### config.mk
export PLATFORM = sky130hd
export DESIGN_NAME = packet_deframer_checksum_flat
export DESIGN_NICKNAME = d
export VERILOG_FILES = /design/src/rtl/core/pdc_pkg.sv /design/src/rtl/core/pdc_rx_if.sv /design/src/rtl/core/pdc_res_if.sv /design/src/rtl/core/pdc_front.sv /design/src/rtl/core/pdc_fifo.sv /design/src/rtl/core/pdc_back.sv /design/src/rtl/core/packet_deframer_checksum.sv /design/src/flat_wrapper.sv
export SDC_FILE = /design/constraint.sdc
export NUM_CORES = 1
export LEC_CHECK = 0
export ABC_AREA = 1
export BUFFER_PORTS_ARGS = -buffer_cell sky130_fd_sc_hd__buf_2
export CAP_MARGIN = 20
export CELL_PAD_IN_SITES_DETAIL_PLACEMENT = 0
export CELL_PAD_IN_SITES_GLOBAL_PLACEMENT = 1
export CORE_MARGIN = 2
export CORE_UTILIZATION = 43
export CTS_CLUSTER_SIZE = 20
export DETAILED_ROUTE_END_ITERATION = 8
export PLACE_DENSITY_LB_ADDON = 0.1
export SLEW_MARGIN = 15
export SYNTH_ARGS = -nofsm -noshare
export SYNTH_HDL_FRONTEND = slang
export SYNTH_SLANG_ARGS = --single-unit
export TNS_END_PERCENT = 1
### constraint.sdc
create_clock -name clk -period 3.1 [get_ports clk]
set_clock_uncertainty 0.1 [all_clocks]
set_input_delay 0.62 -clock clk [delete_from_list [all_inputs] [get_ports clk]]
set_output_delay 0.62 -clock clk [all_outputs]
set_load 0.01 [all_outputs]
### src/rtl/core/pdc_pkg.sv
// pdc_pkg: types and constants shared by the deframer modules
// no dependencies
`timescale 1ns / 1ps

package pdc_pkg;

	localparam logic [7:0] HDR_FIRST   = 8'hFA;
	localparam logic [7:0] HDR_SECOND  = 8'hFB;
	localparam logic [7:0] MIN_LEN     = 8'd3;
	localparam logic [7:0] MAX_LEN_RST = 8'd204;
	localparam logic [7:0] CKSUM_BYTES = 8'd2;

	typedef enum logic [2:0] {
		PH_HUNT,
		PH_LEN,
		PH_BODY,
		PH_CKHI,
		PH_CKLO
	} phase_t;

	typedef enum logic [1:0] {
		OP_BODY,
		OP_BADLEN,
		OP_CKHI,
		OP_CKLO
	} op_kind_t;

	typedef enum logic [1:0] {
		ST_GOOD   = 2'd0,
		ST_CKSUM  = 2'd1,
		ST_BADLEN = 2'd2
	} status_t;

	typedef struct packed {
		op_kind_t   kind;
		logic [7:0] data;
		logic [7:0] pos;
		logic       last;
	} cmd_t;

endpackage

### src/rtl/core/pdc_rx_if.sv
// pdc_rx_if: valid/ready channel carrying one received serial byte
// no dependencies
`timescale 1ns / 1ps

interface pdc_rx_if;
	logic       valid;
	logic       ready;
	logic [7:0] rx_byte;

	modport source (output valid, output rx_byte, input ready);
	modport sink (input valid, input rx_byte, output ready);
endinterface

### src/rtl/core/pdc_res_if.sv
// pdc_res_if: valid/ready channel carrying body bytes and frame status
// no dependencies
`timescale 1ns / 1ps

interface pdc_res_if;
	logic       valid;
	logic       ready;
	logic [7:0] data_byte;
	logic [7:0] byte_pos;
	logic       frame_end;
	logic [1:0] frame_status;

	modport source (output valid, output data_byte, output byte_pos, output frame_end,
		output frame_status, input ready);
	modport sink (input valid, input data_byte, input byte_pos, input frame_end,
		input frame_status, output ready);
endinterface

### src/rtl/core/pdc_front.sv
// pdc_front: header hunt, length check and byte classification
// depends on pdc_pkg and pdc_rx_if
`timescale 1ns / 1ps

module pdc_front
	import pdc_pkg::*;
(
	input  logic        clk,
	input  logic        arst_n,
	pdc_rx_if.sink      rx,
	input  logic [7:0]  max_len,
	input  logic        full,
	output logic        push,
	output cmd_t        cmd
);

	phase_t     phase_q, phase_d;
	logic [7:0] prev_q, prev_d;
	logic [7:0] remain_q, remain_d;
	logic [7:0] pos_q, pos_d;
	logic       accept;
	logic       len_bad;
	logic       hdr_hit;

	assign rx.ready = !full;
	assign accept   = rx.valid && !full;
	assign len_bad  = (rx.rx_byte < MIN_LEN) || (rx.rx_byte > max_len);
	assign hdr_hit  = (prev_q == HDR_FIRST) && (rx.rx_byte == HDR_SECOND);

	always_comb begin
		phase_d = phase_q;
		if (accept) begin
			case (phase_q)
				PH_LEN:  phase_d = len_bad ? PH_HUNT : PH_BODY;
				PH_BODY: phase_d = (remain_q == 8'd1) ? PH_CKHI : PH_BODY;
				PH_CKHI: phase_d = PH_CKLO;
				PH_CKLO: phase_d = PH_HUNT;
				default: phase_d = hdr_hit ? PH_LEN : PH_HUNT;
			endcase
		end
	end

	always_comb begin
		prev_d   = prev_q;
		remain_d = remain_q;
		pos_d    = pos_q;
		push     = 1'b0;
		cmd      = '{kind: OP_BODY, data: rx.rx_byte, pos: pos_q,
			last: (remain_q == 8'd1)};
		if (accept) begin
			case (phase_q)
				PH_LEN: begin
					if (len_bad) begin
						push     = 1'b1;
						cmd.kind = OP_BADLEN;
						prev_d   = 8'd0;
					end else begin
						remain_d = rx.rx_byte - CKSUM_BYTES;
						pos_d    = 8'd0;
					end
				end
				PH_BODY: begin
					push     = 1'b1;
					cmd.kind = OP_BODY;
					pos_d    = pos_q + 8'd1;
					remain_d = remain_q - 8'd1;
				end
				PH_CKHI: begin
					push     = 1'b1;
					cmd.kind = OP_CKHI;
				end
				PH_CKLO: begin
					push     = 1'b1;
					cmd.kind = OP_CKLO;
					prev_d   = 8'd0;
				end
				default: begin
					prev_d = hdr_hit ? 8'd0 : rx.rx_byte;
				end
			endcase
		end
	end

	always_ff @(posedge clk or negedge arst_n) begin
		if (!arst_n) begin
			phase_q  <= PH_HUNT;
			prev_q   <= 8'd0;
			remain_q <= 8'd0;
			pos_q    <= 8'd0;
		end else begin
			phase_q  <= phase_d;
			prev_q   <= prev_d;
			remain_q <= remain_d;
			pos_q    <= pos_d;
		end
	end

endmodule

### src/rtl/core/pdc_fifo.sv
// pdc_fifo: short command queue between front and back
// depends on pdc_pkg
`timescale 1ns / 1ps

module pdc_fifo
	import pdc_pkg::*;
#(
	parameter int DEPTH = 4
) (
	input  logic clk,
	input  logic arst_n,
	input  logic push,
	input  cmd_t push_cmd,
	output logic full,
	input  logic pop,
	output logic not_empty,
	output cmd_t head
);

	localparam int AW = (DEPTH > 1) ? $clog2(DEPTH) : 1;
	localparam int CW = $clog2(DEPTH + 1);
	localparam logic [AW-1:0] LAST_PTR = AW'(DEPTH - 1);
	localparam logic [CW-1:0] FULL_CNT = CW'(DEPTH);

	cmd_t          mem_q [DEPTH];
	logic [AW-1:0] wr_ptr_q;
	logic [AW-1:0] rd_ptr_q;
	logic [CW-1:0] count_q;
	logic          do_push;
	logic          do_pop;

	assign full      = (count_q == FULL_CNT);
	assign not_empty = (count_q != '0);
	assign head      = mem_q[rd_ptr_q];
	assign do_push   = push && !full;
	assign do_pop    = pop && not_empty;

	always_ff @(posedge clk) begin
		if (do_push) begin
			mem_q[wr_ptr_q] <= push_cmd;
		end
	end

	always_ff @(posedge clk or negedge arst_n) begin
		if (!arst_n) begin
			wr_ptr_q <= '0;
			rd_ptr_q <= '0;
			count_q  <= '0;
		end else begin
			if (do_push) begin
				wr_ptr_q <= (wr_ptr_q == LAST_PTR) ? '0 : wr_ptr_q + 1'b1;
			end
			if (do_pop) begin
				rd_ptr_q <= (rd_ptr_q == LAST_PTR) ? '0 : rd_ptr_q + 1'b1;
			end
			if (do_push && !do_pop) begin
				count_q <= count_q + 1'b1;
			end else if (do_pop && !do_push) begin
				count_q <= count_q - 1'b1;
			end
		end
	end

endmodule

### src/rtl/core/pdc_back.sv
// pdc_back: checksum accumulation, compare and registered result output
// depends on pdc_pkg and pdc_res_if
`timescale 1ns / 1ps

module pdc_back
	import pdc_pkg::*;
(
	input  logic        clk,
	input  logic        arst_n,
	input  logic        not_empty,
	input  cmd_t        head,
	output logic        pop,
	pdc_res_if.source   res
);

	logic [15:0] sum_q, sum_d;
	logic [7:0]  pend_q, pend_d;
	logic        half_q, half_d;
	logic [7:0]  ck_hi_q;
	logic        out_valid_q;
	logic [7:0]  data_q;
	logic [7:0]  pos_q;
	logic        end_q;
	status_t     status_q, status_d;
	logic        out_free;
	logic [15:0] base_sum;
	logic        base_half;

	assign out_free  = !out_valid_q || res.ready;
	assign pop       = not_empty && ((head.kind == OP_CKHI) || out_free);
	assign base_sum  = (head.pos == 8'd0) ? 16'd0 : sum_q;
	assign base_half = (head.pos == 8'd0) ? 1'b0 : half_q;

	always_comb begin
		sum_d  = base_sum;
		pend_d = pend_q;
		half_d = 1'b0;
		if (base_half) begin
			sum_d = base_sum + {pend_q, head.data};
		end else if (head.last) begin
			sum_d = base_sum ^ {8'd0, head.data};
		end else begin
			pend_d = head.data;
			half_d = 1'b1;
		end
	end

	always_comb begin
		case (head.kind)
			OP_BADLEN: status_d = ST_BADLEN;
			OP_CKLO:   status_d = ({ck_hi_q, head.data} == sum_q) ? ST_GOOD : ST_CKSUM;
			default:   status_d = ST_GOOD;
		endcase
	end

	always_ff @(posedge clk) begin
		if (pop) begin
			case (head.kind)
				OP_BODY: begin
					sum_q  <= sum_d;
					pend_q <= pend_d;
					half_q <= half_d;
				end
				OP_CKHI: begin
					ck_hi_q <= head.data;
				end
				default: begin
				end
			endcase
			if (head.kind != OP_CKHI) begin
				data_q   <= (head.kind == OP_BODY) ? head.data : 8'd0;
				pos_q    <= (head.kind == OP_BODY) ? head.pos : 8'd0;
				end_q    <= (head.kind != OP_BODY);
				status_q <= status_d;
			end
		end
	end

	always_ff @(posedge clk or negedge arst_n) begin
		if (!arst_n) begin
			out_valid_q <= 1'b0;
		end else if (pop && (head.kind != OP_CKHI)) begin
			out_valid_q <= 1'b1;
		end else if (res.ready) begin
			out_valid_q <= 1'b0;
		end
	end

	assign res.valid        = out_valid_q;
	assign res.data_byte    = data_q;
	assign res.byte_pos     = pos_q;
	assign res.frame_end    = end_q;
	assign res.frame_status = status_q;

endmodule

### src/rtl/core/packet_deframer_checksum.sv
// packet_deframer_checksum: top level of the serial frame deframer
// depends on pdc_pkg, pdc_rx_if, pdc_res_if, pdc_front, pdc_fifo, pdc_back
`timescale 1ns / 1ps

// Takes one byte per cycle from the serial side while the queue has room, hunts for the
// 0xFA 0xFB header, checks the length byte against max_len_q and passes each body byte
// on with its position, then closes the frame with a status transaction (0 good,
// 1 checksum mismatch, 2 bad length). Sustained rate is one byte per cycle while results
// are taken; each result passes through its queue entry and then the output register
// before it is offered. The front classifies bytes into a FIFO_DEPTH entry queue;
// rx_ch.ready drops only while that queue is full, which happens when the result side
// stalls. The queue lets new bytes in while a result waits in the output register.
module packet_deframer_checksum
	import pdc_pkg::*;
#(
	parameter int FIFO_DEPTH = 4
) (
	input  logic       clk,
	input  logic       arst_n,
	pdc_rx_if.sink     rx_ch,
	pdc_res_if.source  res_ch,
	input  logic       cfg_wr_en,
	input  logic [7:0] cfg_wr_data
);

	logic [7:0] max_len_q;
	logic       push;
	cmd_t       push_cmd;
	logic       full;
	logic       pop;
	logic       not_empty;
	cmd_t       head;

	always_ff @(posedge clk or negedge arst_n) begin
		if (!arst_n) begin
			max_len_q <= MAX_LEN_RST;
		end else if (cfg_wr_en) begin
			max_len_q <= cfg_wr_data;
		end
	end

	pdc_front u_front (
		.clk     (clk),
		.arst_n  (arst_n),
		.rx      (rx_ch),
		.max_len (max_len_q),
		.full    (full),
		.push    (push),
		.cmd     (push_cmd)
	);

	pdc_fifo #(
		.DEPTH (FIFO_DEPTH)
	) u_fifo (
		.clk       (clk),
		.arst_n    (arst_n),
		.push      (push),
		.push_cmd  (push_cmd),
		.full      (full),
		.pop       (pop),
		.not_empty (not_empty),
		.head      (head)
	);

	pdc_back u_back (
		.clk       (clk),
		.arst_n    (arst_n),
		.not_empty (not_empty),
		.head      (head),
		.pop       (pop),
		.res       (res_ch)
	);

	a_status_zero_payload: assert property (@(posedge clk) disable iff (!arst_n)
		res_ch.valid && res_ch.frame_end |-> res_ch.data_byte == 8'd0 && res_ch.byte_pos == 8'd0)
		else $error("status transaction carries body payload");

	a_body_good_status: assert property (@(posedge clk) disable iff (!arst_n)
		res_ch.valid && !res_ch.frame_end |-> res_ch.frame_status == ST_GOOD)
		else $error("body transaction carries nonzero status");

	a_ready_follows_queue: assert property (@(posedge clk) disable iff (!arst_n)
		!rx_ch.ready |-> full && !$past(pop && !not_empty))
		else $error("input stalled while queue has room");

	a_push_not_dropped: assert property (@(posedge clk) disable iff (!arst_n)
		push |-> !full)
		else $error("command pushed into full queue");

endmodule

### src/flat_wrapper.sv
// flat-port wrapper written by rule: the top's interface ports become plain ports
module packet_deframer_checksum_flat import pdc_pkg::*;
#(
	parameter int FIFO_DEPTH = 4
)
  (clk, arst_n, cfg_wr_en, cfg_wr_data, rx_ch_valid, rx_ch_rx_byte, rx_ch_ready, res_ch_valid, res_ch_data_byte, res_ch_byte_pos, res_ch_frame_end, res_ch_frame_status, res_ch_ready);
  pdc_rx_if rx_ch_i ();
  pdc_res_if res_ch_i ();
  input  logic clk;
  input  logic arst_n;
  input  logic cfg_wr_en;
  input  logic [7:0] cfg_wr_data;
  input wire logic [$bits(rx_ch_i.valid)-1:0] rx_ch_valid;
  input wire logic [$bits(rx_ch_i.rx_byte)-1:0] rx_ch_rx_byte;
  output wire logic [$bits(rx_ch_i.ready)-1:0] rx_ch_ready;
  output wire logic [$bits(res_ch_i.valid)-1:0] res_ch_valid;
  output wire logic [$bits(res_ch_i.data_byte)-1:0] res_ch_data_byte;
  output wire logic [$bits(res_ch_i.byte_pos)-1:0] res_ch_byte_pos;
  output wire logic [$bits(res_ch_i.frame_end)-1:0] res_ch_frame_end;
  output wire logic [$bits(res_ch_i.frame_status)-1:0] res_ch_frame_status;
  input wire logic [$bits(res_ch_i.ready)-1:0] res_ch_ready;
  assign rx_ch_i.valid = rx_ch_valid;
  assign rx_ch_i.rx_byte = rx_ch_rx_byte;
  assign rx_ch_ready = rx_ch_i.ready;
  assign res_ch_valid = res_ch_i.valid;
  assign res_ch_data_byte = res_ch_i.data_byte;
  assign res_ch_byte_pos = res_ch_i.byte_pos;
  assign res_ch_frame_end = res_ch_i.frame_end;
  assign res_ch_frame_status = res_ch_i.frame_status;
  assign res_ch_i.ready = res_ch_ready;
  packet_deframer_checksum #(.FIFO_DEPTH(FIFO_DEPTH)) u_core (.clk(clk), .arst_n(arst_n), .rx_ch(rx_ch_i), .res_ch(res_ch_i), .cfg_wr_en(cfg_wr_en), .cfg_wr_data(cfg_wr_data));
endmodule
[Yosys cells after proc, flatten, opt, wreduce, memory -nomap -nowiden]
Memory sizes are Yosys's and may differ from the RTL's.
Index checks and enable logic that the tools add are counted.
Storage, ports and cells
  register bits after elaboration: 95
  RAM bits: 76
  input port bits: 21
  output and inout port bits: 21
  logic and storage cells: 111
  memories: 1
Cells by class
  add/sub/neg operators: 8
  $lt $le $gt $ge: 2
  eq/ne operators: 17
  mux-type cells: 32
  bitwise logic cells: 4
  reductions and logical operators: 30
Memories
  u_core.u_fifo.mem_q: words 4, bits a word 19, read ports 1, clocked after Yosys merged registers in 0, write ports 1, RTL line pdc_fifo.sv:25  | cmd_t mem_q [DEPTH];
Operator list (count)
  two-way mux 16 bit: 3
  two-way mux 8 bit: 4
  one-hot mux 8 bit (2 select lines): 2
  one-hot mux 8 bit (3 select lines): 1
  adder 16 bit: 1
  equality test 16 bit: 1
  equality test 8 bit, second input constant: 2
  XOR 16 x 8 -> 16 bit: 1
  two-way mux 1 bit: 12
  one-hot mux 3 bit (4 select lines): 1
  adder 8 x 1 -> 8 bit, second input constant: 1
  equality test 2 bit, second input constant: 4
  equality test 8 x 1 -> 1 bit, second input constant: 1
  > comparator 8 bit: 1
  logical AND 1 bit: 8
  logical NOT 8 bit: 1
  less-than comparator 8 x 2 -> 1 bit, second input constant: 1
  two-way mux 2 bit: 4
  nonzero test 2 bit: 4
  subtractor 8 x 1 -> 8 bit, second input constant: 1
  subtractor 8 x 2 -> 8 bit, second input constant: 1
  equality test 3 x 2 -> 1 bit, second input constant: 2
  equality test 3 bit, second input constant: 2
  two-way mux 3 bit: 2
  19 further kinds: 32

[Depth between registers and ports, before layout]
Gate-level depths: netlist of run 1.
  word-level depth: 10
  gate-level depth with buffers: 24
  depth with buffers taken out: 22

[Hierarchy]
Synthesis of run 1 repeated with hierarchy kept, for this count alone.
Second synthesis, totals
  cell total of the unflattened synthesis: 1015
  area, all modules: 9290.2 um2
Modules (own cells, without submodules)
  pdc_fifo: times used 1, cells each 281, area each 3589.7 um2, seq. area each 2457.4 um2
  pdc_back: times used 1, cells each 402, area each 3316.9 um2, seq. area each 1586.5 um2
  pdc_front: times used 1, cells each 298, area each 2073.2 um2, seq. area each 675.6 um2
  packet_deframer_checksum: times used 1, cells each 34, area each 310.3 um2, seq. area each 205.2 um2

[Least setup slack after synthesis of run 1]
No wires, ideal clock.
  path kind: reg2reg
  start: reg u_core.u_fifo.rd_ptr_q[0]
  end: reg u_core.u_back.sum_q[14], data pin
  library setup time: 0.253 ns
  data arrival time: 2.573 ns
  data required time: 2.747 ns
  slack: 0.174 ns
  stages on the path, launching flop included: 25
  buffers on the path: 2
  clock period less this slack: 2.926 ns
  path through: dfrtp_1 inv_2 buf_2 nand2_1 nand3_1 nand2_1 nand2_1 nor2_1 nand2_2 buf_2 nand2_1 inv_1 ha_1 inv_1 fa_1 inv_1 nand3_1 nand2_1 nand3_1 nand2_1 nand3_1 nand2_1 nand2_1 nand3_1 nand2_1
On the way
  longest elaborated chain between the ends: 6
  elaborated cells between the ends (all ways): 8
  those cells by class: add/sub (1); mux (4); bitwise (1); reduce/logical (1); memory (1)
Ends and longest elaborated chain
  from (decl): RTL line pdc_fifo.sv:27  | logic [AW-1:0] rd_ptr_q;
  from (signal assigned): RTL line pdc_fifo.sv:54  | rd_ptr_q <= (rd_ptr_q == LAST_PTR) ? '0 : rd_ptr_q + 1'b1;
  memory (4 x 19 bit) *
  branches (longest 4 deep; another with adder 16 bit)
  two-way mux 16 bit *: RTL line pdc_back.sv:38  | if (base_half) begin
  net u_core.u_back.sum_d[14]: RTL line pdc_back.sv:16  | logic [15:0] sum_q, sum_d;
  to (signal assigned): RTL line pdc_back.sv:60  | sum_q <= sum_d;
  to (decl): RTL line pdc_back.sv:16
Mark *: on every way through the listed nets, which the timed path passes.
A chain may end at the register's enable or synchronous reset.

[Worst setup path after layout of run 1]
Ends and elaborated chain as after synthesis.

==> impl_metrics.json, run 1 <==
{
  "hold_viol": 0,
  "vias_per_cell": 4.86,
  "postLayoutCoreUtil": 0.526,
  "drive_gt1_frac": 0.210,
  "total_power_mw": 11.9,
  "diodes": 0,
  "dieArea_um2": 21600,
  "dieWidth_um": 147,
  "critPathKind": "reg2reg",
  "syn-num-nets": 1028,
  "r2r_slack_ns": 0.08,
  "synth_seq_cells": 171,
  "cts_sinks": 171,
  "core_um2": 20200,
  "drtIter0Drc": 471,
  "die_y_um": 147,
  "p_switching_mw": 4.93,
  "period_minus_slack_ns": 3.02,
  "clkLatencyLatePin_ns": 0.43,
  "port_buffers": 41,
  "required_ns": 3.19,
  "grt_pass1_wl_um": 33500,
  "worst-endpoint-arrival_ns": 3.11,
  "synth_edf_count": 128,
  "ios": 42,
  "maxSlewHeadroom": 0.515,
  "synth_top_area_share": 0.437,
  "power.density_nw_per_um2": 1120,
  "yosys.area.top_type": "edfxtp_1",
  "area_growth_pct": 20.8,
  "clkTransAtPathRegs_ns": 0.07,
  "outcome": "completed",
  "wire_per_inst_um": 15.1,
  "final_nets": 1131,
  "yosys-top-cells-area": "edfxtp_1 (44%), nand2_1 (13%), dfrtp_1 (11%)",
  "yosysSeqAreaShare": 0.560,
  "hold_path.class": "in2async",
  "first_global_vias": 6345,
  "netlist_area_um2": 8790,
  "seqPwrFrac": 0.310,
  "async_flop_share": 0.251,
  "tightest_slew_ns": 0.727,
  "drv_cap": 0,
  "crit_path_start_kind": "flip-flop",
  "cts_buffers": 17,
  "synth_cell_type_count": 36,
  "antenna_found_initial": 0,
  "place_area_um2": 9680,
  "path_common_cell": "nand2_1",
  "std_cell_rows": 52,
  "r2r_cells": 24,
  "vias": 6595,
  "synth.avg_cell_area_um2": 9.05,
  "synthFlopType": "edfxtp_1",
  "drc": 0,
  "tritoncts": "yes",
  "cts_max_path_buffers": 2,
  "finalInstanceArea_um2": 10600,
  "p_comb_frac": 0.512,
  "htree_levels": 4,
  "swShare": 0.414,
  "crit_family": "simple AND/OR/NAND/NOR gates",
  "drt_pass1_iterations": 5,
  "hold_ws_ns": 0.141,
  "synth_warnings": 0,
  "drt-total-wl_um": 20400,
  "min_period_over_period": 0.975,
  "ctsHoldBuffers": 0,
  "leakage_nw": 4.75,
  "end_kind": "flip-flop",
  "place.detailed.hpwl_um": 14800,
  "slowest_delay_ns": 0.45,
  "slowest_stage": "dfrtp_2",
  "fmax_ghz": 0.331,
  "gp_congestion": 0.841,
  "setup_viol": 0,
  "synthCells": 972,
  "slew_viol_final": 0,
  "rsz0062_at_grt": "true",
  "cts-root-buf": "clkbuf_16",
  "vdd_ir_drop_max_v": 0.000475,
  "grt_usage": 0.197,
  "p_int_mw": 6.97,
  "path_buf_inv": 6,
  "reg2reg_from": "u_core.u_fifo.rd_ptr_q[0]",
  "critPathMaxFanout": 16,
  "initial_utilization": 0.436,
  "ant_nets": 0,
  "timing.rr.end": "u_core.u_back.sum_q[14]",
  "path_cells": "buf_12, buf_12, nand2_1, nand3_1, nand2_1, nand2_1, nor2_2, nand2_4, buf_6, nand2_2, inv_2, ha_4, inv_2, fa_2, inv_2, nand3_2, nand2_2, nand3_2, nand2_2, nand3_2, nand2_1, nand2_1, nand3_1, nand2_1",
  "power_frac_clock": 0.178,
  "grt_overflow": 0,
  "grt_max_degree": 33
}
## cell families after synthesis
kind of cell | Yosys count | share of synthesized area
compound gates | 57 | 0.0343
xor+xnor | 27 | 0.0269
fa+ha+maj | 35 | 0.0515
buf+inv | 128 | 0.0606
flops | 171 | 0.560
mux | 2 | 0.00256
simple gates | 552 | 0.264
## worst max path at each step
stage,cells past startpoint,end,startpoint,slack (ns)
finish,24,u_core.u_back.sum_q[14],u_core.u_fifo.rd_ptr_q[0],0.08
global route,20,u_core.u_back.sum_q[13],u_core.u_fifo.rd_ptr_q[0],-0.07
CTS,20,u_core.u_back.sum_q[15],u_core.u_fifo.rd_ptr_q[0],-0.005
detailed placement,23,u_core.u_back.sum_q[14],u_core.u_fifo.rd_ptr_q[0],-0.07
global placement,23,u_core.u_back.sum_q[14],u_core.u_fifo.rd_ptr_q[0],-0.02
floorplan,24,u_core.u_back.sum_q[14],u_core.u_fifo.rd_ptr_q[0],0.17
## cells in the final DEF, fill, tap and decap left out, drive strengths merged, types with 3 or more instances in the layout
cell	n
nand2	314
ha	33
nand4	21
clkinvlp	3
a21oi	16
o21ai	34
clkinv	6
nor2	107
nor3	12
xnor2	11
buf	110
a21o	3
nand3b	3
edfxtp	128
dfstp	4
nand3	90
inv	106
clkbuf	17
xor2	16
dfrtp	39
## power groups by stage
stage,sequential (mW),clock (mW),combinational (mW)
2_1_floorplan,3.69,0,3.53
3_3_place_gp,3.70,0,5.44
3_5_place_dp,3.71,0,5.41
4_1_cts,3.68,2.16,5.47
5_1_grt,3.75,2.26,6.87
6_report,3.68,2.12,6.09
## synth_stat cells (2+ instances only)
cell / n
edfxtp_1: 128
nand3_1: 89
a21oi_1: 16
buf_4: 5
nand2_2: 6
and2_1: 2
xnor2_1: 11
inv_1: 98
buf_2: 15
xor2_1: 16
a21o_1: 3
nor2_1: 106
o21ai_0: 25
or2_2: 2
nand3b_1: 3
fa_1: 2
ha_1: 33
nand4_1: 21
inv_2: 3
nand2_1: 308
dfrtp_1: 39
clkbuf_1: 5
o21ai_1: 9
nor3_1: 10
dfstp_2: 4
buf_6: 2
mux2_2: 2
## worst reg2reg max path: stages, from the launching register on
cell	delay, ns
dfrtp_2	0.45
buf_12	0.12
buf_12	0.12
nand2_1	0.05
nand3_1	0.07
nand2_1	0.08
nand2_1	0.08
nor2_2	0.05
nand2_4	0.12
buf_6	0.14
nand2_2	0.06
inv_2	0.06
ha_4	0.13
inv_2	0.04
fa_2	0.37
inv_2	0.08
nand3_2	0.07
nand2_2	0.10
nand3_2	0.08
nand2_2	0.09
nand3_2	0.07
nand2_1	0.07
nand2_1	0.05
nand3_1	0.08
nand2_1	0.05
## routing by layer
layer  wire length, um  track usage  share of wire
met5                 0            0              0
met3               749       0.0314          0.037
met2              9450        0.316           0.46
met1              9960        0.279           0.49
met4               284       0.0558          0.014
## state kept, by name, indices dropped and copies added, names as in the netlist, 3 cells and up
signal and count:
u_core.max_len_q 8, u_core.u_fifo.mem_q 76, u_core.u_back.ck_hi_q 8, u_core.u_front.phase_q 3, u_core.u_fifo.count_q 3, u_core.u_back.sum_q 16, u_core.u_back.res.byte_pos 8, u_core.u_front.remain_q 8
u_core.u_back.pend_q 8, u_core.u_back.res.data_byte 8, u_core.u_front.prev_q 8, u_core.u_front.pos_q 8
## repair_timing
item / 4_1_cts / 5_1_grt
gates cloned: 1 / 0
setup buffers: 0 / 7
resized for setup: 4 / 77
endpoints found under the setup margin: 1 / 14
pin swaps: 0 / 25
endpoints found under the hold margin: 0 / 0
## per-stage QoR
| stage | instances | setup TNS [ns] | setup WS (ns) |
|---|---|---|---|
| after floorplan | 972 | 0 | 0.174 |
| after global placement | 1319 | -0.0237 | -0.0237 |
| after detailed placement | 1319 | -0.0660 | -0.0660 |
| after CTS | 1352 | -0.00509 | -0.00509 |
| after global routing | 1358 | -0.355 | -0.0744 |
| final | 1358 | 0 | 0.0790 |
## final cells by class
class                           instances  area, um2
Sequential cell                       171       4930
Fill cell                            1891       9550
Tap cell                              270        338
Clock buffer                           17        425
Clock inverter                         15        161
Timing Repair inverter                  1       7.51
Timing Repair Buffer                  110        772
Multi-Input combinational cell        673       3600
Inverter                              101        389
No activity file was read; power rests on OpenSTA's default activity.
==> run 2: changes to the inputs <==
- CORE_MARGIN: 2 -> unset
==> run 2 against run 1 <==
Against the previous run:
- critical path type unchanged
- die area fell by 2.7%
- largest cell class unchanged
- cell count up 0.81%
- critical path depth down 5
==> impl_metrics.json, run 2 (synthesized netlist as in run 1, its figures left out) <==
{
  "outcome": "completed",
  "std_cell_rows": 51,
  "critPathKind": "reg2reg",
  "p_switching_mw": 4.95,
  "seqPwrFrac": 0.300,
  "gp_congestion": 0.834,
  "vdd_ir_drop_max_v": 0.000461,
  "ctsHoldBuffers": 0,
  "grt_usage": 0.201,
  "ios": 42,
  "hold_viol": 0,
  "worst-endpoint-arrival_ns": 3.10,
  "path_buf_inv": 5,
  "final_cells": 1369,
  "min_period_over_period": 0.974,
  "die_y_um": 145,
  "drv_cap": 0,
  "final_nets": 1147,
  "slowest_delay_ns": 0.50,
  "required_ns": 3.18,
  "area_growth_pct": 22.4,
  "grt_pass1_wl_um": 33100,
  "cts_buffers": 17,
  "ant_nets": 0,
  "drt-total-wl_um": 20700,
  "largest_register_ffs": 76,
  "htree_levels": 4,
  "clkLatencyLatePin_ns": 0.42,
  "hold_path.class": "in2async",
  "crit_family": "simple AND/OR/NAND/NOR gates",
  "top_register": "u_core.u_fifo.mem_q",
  "cts-root-buf": "clkbuf_16",
  "grt_overflow": 0,
  "place_area_um2": 9820,
  "drtIter0Drc": 332,
  "wire_per_inst_um": 15.1,
  "tritoncts": "yes",
  "largestRegisters": "u_core.u_fifo.mem_q: 76 flops, u_core.u_back.sum_q: 16 flops",
  "drt_pass1_iterations": 5,
  "maxSlewHeadroom": 0.642,
  "path_cells": "clkbuf_16, nand2_4, nand3_2, nand2_2, nand2_2, nor2_2, nand2_4, inv_4, buf_12, nor2_1, ha_1, nand2_2, inv_2, a21oi_2, nand2_2, buf_6, xor2_1, nand2_1, nand2_1",
  "path_common_cell": "nand2_2",
  "dp_cells": 1330,
  "total_power_mw": 12.3,
  "nFillCells": 1821,
  "setup_viol": 0,
  "power.density_nw_per_um2": 1140,
  "leakage_nw": 4.87,
  "crit_path_start_kind": "flip-flop",
  "period_minus_slack_ns": 3.02,
  "port_buffers": 41,
  "first_global_vias": 6344,
  "cts_sinks": 171,
  "p_int_mw": 7.33,
  "finalInstanceArea_um2": 10800,
  "critPathMaxFanout": 7,
  "end_kind": "flip-flop",
  "dieArea_um2": 21000,
  "swShare": 0.403,
  "clkTransAtPathRegs_ns": 0.06,
  "core_um2": 19800,
  "power_frac_clock": 0.178,
  "dieWidth_um": 145,
  "fmax_ghz": 0.331,
  "final_cell_mix": "nand2_1 (277), edfxtp_1 (128), nor2_1 (102)",
  "layout_commonest_cell": "nand2_1",
  "diodes": 0,
  "grt_max_degree": 32,
  "vias_per_cell": 4.86,
  "vias": 6649,
  "initial_utilization": 0.444,
  "cts_max_path_buffers": 2,
  "antenna_found_initial": 0,
  "slowest_stage": "dfrtp_2",
  "drc": 0,
  "place.detailed.hpwl_um": 14800,
  "p_comb_frac": 0.521,
  "tightest_slew_ns": 0.538,
  "drive_gt1_frac": 0.213,
  "rsz0062_at_grt": "true",
  "slew_viol_final": 0
}
## run 2: changes by cell type in the layout (fill, tap and decap cells not counted), moves of 3 or more
cell / previous run / this run
nand2_2: 26 / 34
inv_2: 9 / 5
ha_4: 7 / 3
clkinv_4: 3 / 0
nor2_2: 6 / 3
ha_1: 23 / 29
clkbuf_1: 0 / 6
buf_6: 3 / 7
nand2_1: 285 / 277
inv_1: 90 / 94
buf_4: 63 / 73
inv_6: 4 / 0
## run 2: layer usage
| layer | up-vias | routed length, um | GRT usage |
|---|---|---|---|
| met5 | - | 0 | 0 |
| met4 | 0 | 233 | 0.0527 |
| met3 | 15 | 585 | 0.0343 |
| met2 | 100 | 9710 | 0.331 |
| met1 | 3104 | 10200 | 0.275 |
| li1 | 3430 | - | - |
## run 2: worst paths after layout
kind / start / end / slack (ns) / depth (start not counted)
min in group clk: cfg_wr_data[4] / u_core.max_len_q[4] / 0.30 / 3
setup / recovery: u_core.u_fifo.rd_ptr_q[0] / u_core.u_back.sum_q[7] / 0.08 / 19
setup reg to reg: u_core.u_fifo.rd_ptr_q[0] / u_core.u_back.sum_q[7] / 0.08 / 19
max in group asynchronous: arst_n / u_core.max_len_q[2] / 2.07 / 2
hold reg to reg: u_core.u_front.prev_q[1] / u_core.u_front.prev_q[1] / 0.37 / 2
hold / removal: arst_n / u_core.u_front.prev_q[2] / 0.08 / 1
## run 2: repair_timing
item / in CTS / in global routing
gates cloned: 0 / 1
resized for setup: 1 / 78
endpoints found under the setup margin: 2 / 12
pin swaps: 0 / 39
setup buffers: 0 / 6
## run 2: cell type report
| type | count | area, um2 | share of cell area |
|---|---|---|---|
| Clock buffer | 23 | 448 | 0.0416 |
| Clock inverter | 9 | 149 | 0.0138 |
| Sequential cell | 171 | 4930 | 0.458 |
| Multi-Input combinational cell | 673 | 3560 | 0.331 |
| Inverter | 101 | 389 | 0.0362 |
| Timing Repair Buffer | 127 | 957 | 0.0889 |
| Tap cell | 265 | 332 | 0.0308 |
## run 2: stage by stage
step | utilization | hold slack [ns] | TNS, ns | worst slack [ns]
after floorplan | - | 0.224 | 0 | 0.174
after global placement | 0.496 | 0.355 | -0.0282 | -0.0282
after detailed placement | 0.496 | 0.361 | -0.00780 | -0.00780
after CTS | 0.527 | 0.0774 | 0 | 0.0248
after global routing | 0.544 | 0.102 | -0.222 | -0.0409
final | 0.544 | 0.0760 | 0 | 0.0814
## run 2: power by group through the flow
stage	sequential [mW]	combinational [mW]	clock (mW)
6_report	3.69	6.40	2.19
5_1_grt	3.75	7.12	2.30
4_1_cts	3.67	5.74	2.23
3_5_place_dp	3.71	5.71	0
3_3_place_gp	3.71	5.72	0
2_1_floorplan	3.69	3.53	0
==> run 3: changes to the inputs <==
- REMOVE_ABC_BUFFERS: unset -> 1
==> run 3 against run 2 <==
Against the previous run:
- total power shrank 3.7%
- global-route usage grew 0.54 points
- first-iteration DRC count grew 22%
- via count grew 1.1%
- combinational power shrank 4.4%
- utilization shrank 1.0 points
- fmax grew 0.71%
- count of clock-buffer cells in the layout shrank 4
- die area is the same
- worst setup slack gained 0.021 ns
- design area shrank 1.9%
- largest cell class unchanged
==> impl_metrics.json, run 3 (synthesized netlist as in run 1, its figures left out) <==
{
  "vias_per_cell": 4.98,
  "crit_path_start_kind": "flip-flop",
  "top_register": "u_core.u_fifo.mem_q",
  "hold_viol": 0,
  "area_growth_pct": 20.1,
  "place_area_um2": 9640,
  "drtIter0Drc": 405,
  "drt_pass1_iterations": 5,
  "place.detailed.hpwl_um": 14700,
  "grt_overflow": 0,
  "rsz0062_at_grt": "true",
  "fmax_ghz": 0.334,
  "min_period_over_period": 0.967,
  "end_kind": "flip-flop",
  "power.density_nw_per_um2": 1120,
  "maxSlewHeadroom": 0.610,
  "critPathMaxFanout": 8,
  "seq_area_um2": 4930,
  "worst-endpoint-arrival_ns": 3.08,
  "slew_viol_final": 0,
  "cts_max_path_buffers": 2,
  "r2r_cells": 17,
  "ctsHoldBuffers": 0,
  "setup-tns-final_ns": 0,
  "grt_max_degree": 43,
  "port_buffers": 41,
  "std_cell_rows": 51,
  "required_ns": 3.18,
  "drc": 0,
  "period_minus_slack_ns": 3.00,
  "gp_congestion": 0.853,
  "timing.rr.end": "u_core.u_back.sum_q[14]",
  "first_global_vias": 6644,
  "core_um2": 19800,
  "cts_sinks": 171,
  "cts-root-buf": "clkbuf_16",
  "drt-total-wl_um": 20800,
  "cp-endpoint": "u_core.u_back.sum_q[14]",
  "die_y_um": 145,
  "routed.top_layer": "met4",
  "grt_pass1_wl_um": 33900,
  "htree_levels": 4,
  "clkLatencyLatePin_ns": 0.43,
  "antenna_found_initial": 0,
  "drv_cap": 0,
  "vdd_ir_drop_max_v": 0.000391,
  "met1_length_um": 10000,
  "finalInstanceArea_um2": 10600,
  "tightest_slew_ns": 0.585,
  "leakage_nw": 4.72,
  "vias": 6722,
  "ant_nets": 0,
  "outcome": "completed",
  "critPathKind": "reg2reg",
  "layout_setup_ws_ns": 0.103,
  "initial_utilization": 0.444,
  "clkTransAtPathRegs_ns": 0.07,
  "drive_gt1_frac": 0.196,
  "diodes": 0,
  "multiInputGateArea_um2": 3590,
  "reg2reg_from": "u_core.u_fifo.rd_ptr_q[0]",
  "final_nets": 1129,
  "grt_usage": 0.207,
  "r2r_slack_ns": 0.10,
  "wl_met3_um": 717,
  "ios": 42,
  "dieArea_um2": 21000,
  "dr_wl_met2_um": 9730,
  "setup_viol": 0,
  "crit_path_start": "u_core.u_fifo.rd_ptr_q[0]",
  "wire_per_inst_um": 15.4,
  "dp_slack_ns": -0.0806,
  "final_cell_mix": "nand2_1 (291), edfxtp_1 (128), nor2_1 (99)",
  "largestRegisters": "u_core.u_fifo.mem_q: 76 flops, u_core.u_back.sum_q: 16 flops",
  "hold_path.class": "in2async",
  "tritoncts": "yes",
  "largest_register_ffs": 76,
  "layout_commonest_cell": "nand2_1",
  "cts_buffers": 17,
  "nFillCells": 1852,
  "dieWidth_um": 145
}
## run 3: cell types whose count changed in the layout (fill, tap and decap cells not counted), sizes merged
cell / before / now
buf: 126 / 107
clkbuf: 24 / 19
clkinv: 3 / 7
bufinv: 4 / 1
inv: 101 / 104
clkinvlp: 2 / 4
## run 3: timing repair
action / 4_1_cts / 5_1_grt
resized for setup: 14 / 59
setup buffers: 0 / 10
gates cloned: 2 / 1
endpoints found under the setup margin: 2 / 14
pin swaps: 1 / 34
## run 3: power by group
part	internal [mW]	total [mW]	switching [mW]
logic	2.45	6.12	3.67
clock network	1.11	2.01	0.898
registers	3.32	3.70	0.381
## run 3: how the worst min path moves through the flow
| stage | start | end | slack (ns) | cells after the start |
|---|---|---|---|---|
| 6_report | arst_n | u_core.u_front.prev_q[2] | 0.1 | 1 |
| 5_1_grt | arst_n | u_core.u_front.prev_q[2] | 0.14 | 1 |
| 4_1_cts | cfg_wr_data[1] | u_core.max_len_q[1] | 0.28 | 3 |
| 3_5_place_dp | u_core.u_front.prev_q[2] | u_core.u_front.prev_q[2] | 0.36 | 2 |
| 3_3_place_gp | u_core.u_front.prev_q[1] | u_core.u_front.prev_q[1] | 0.35 | 2 |
| 2_1_floorplan | arst_n | u_core.max_len_q[0] | 0.22 | 0 |
## run 3: critical path: stages, from the launching register on
cell,delay (ns)
dfrtp_2,0.46
clkinvlp_4,0.22
nand2_1,0.11
nand3_1,0.06
nand2_1,0.10
nand2_1,0.07
nor2_2,0.14
nand2_4,0.15
inv_4,0.13
nor2_1,0.07
ha_1,0.31
buf_4,0.16
a21oi_1,0.13
nand2_1,0.10
a21oi_1,0.19
nand3b_1,0.11
nand3_1,0.09
nand2_1,0.05
## run 3: metal layers
layer | vias up | track usage
met5 | - | 0
met4 | 0 | 0.0644
met3 | 22 | 0.0371
met2 | 139 | 0.337
met1 | 3166 | 0.279
li1 | 3395 | -
## run 3: area by class of cell
type / instances / share of cell area
repair inverters: 2 / 0.00130
flip-flops and latches: 171 / 0.467
inverters: 101 / 0.0373
repair buffers: 107 / 0.0706
clock inverters: 13 / 0.0115
multi-input cells: 673 / 0.340
clock buffers: 19 / 0.0410
well taps: 265 / 0.0314
## run 3: stage by stage
| stage | utilization | power [mW] | hold slack, ns | instances |
|---|---|---|---|---|
| final | 0.534 | 11.8 | 0.0969 | 1351 |
| after global routing | 0.534 | 12.8 | 0.140 | 1351 |
| after CTS | 0.518 | 11.2 | 0.277 | 1341 |
| after detailed placement | 0.487 | 9.08 | 0.359 | 1307 |
| after global placement | 0.487 | 9.08 | 0.353 | 1307 |
| after floorplan | - | 7.06 | 0.224 | 945 |
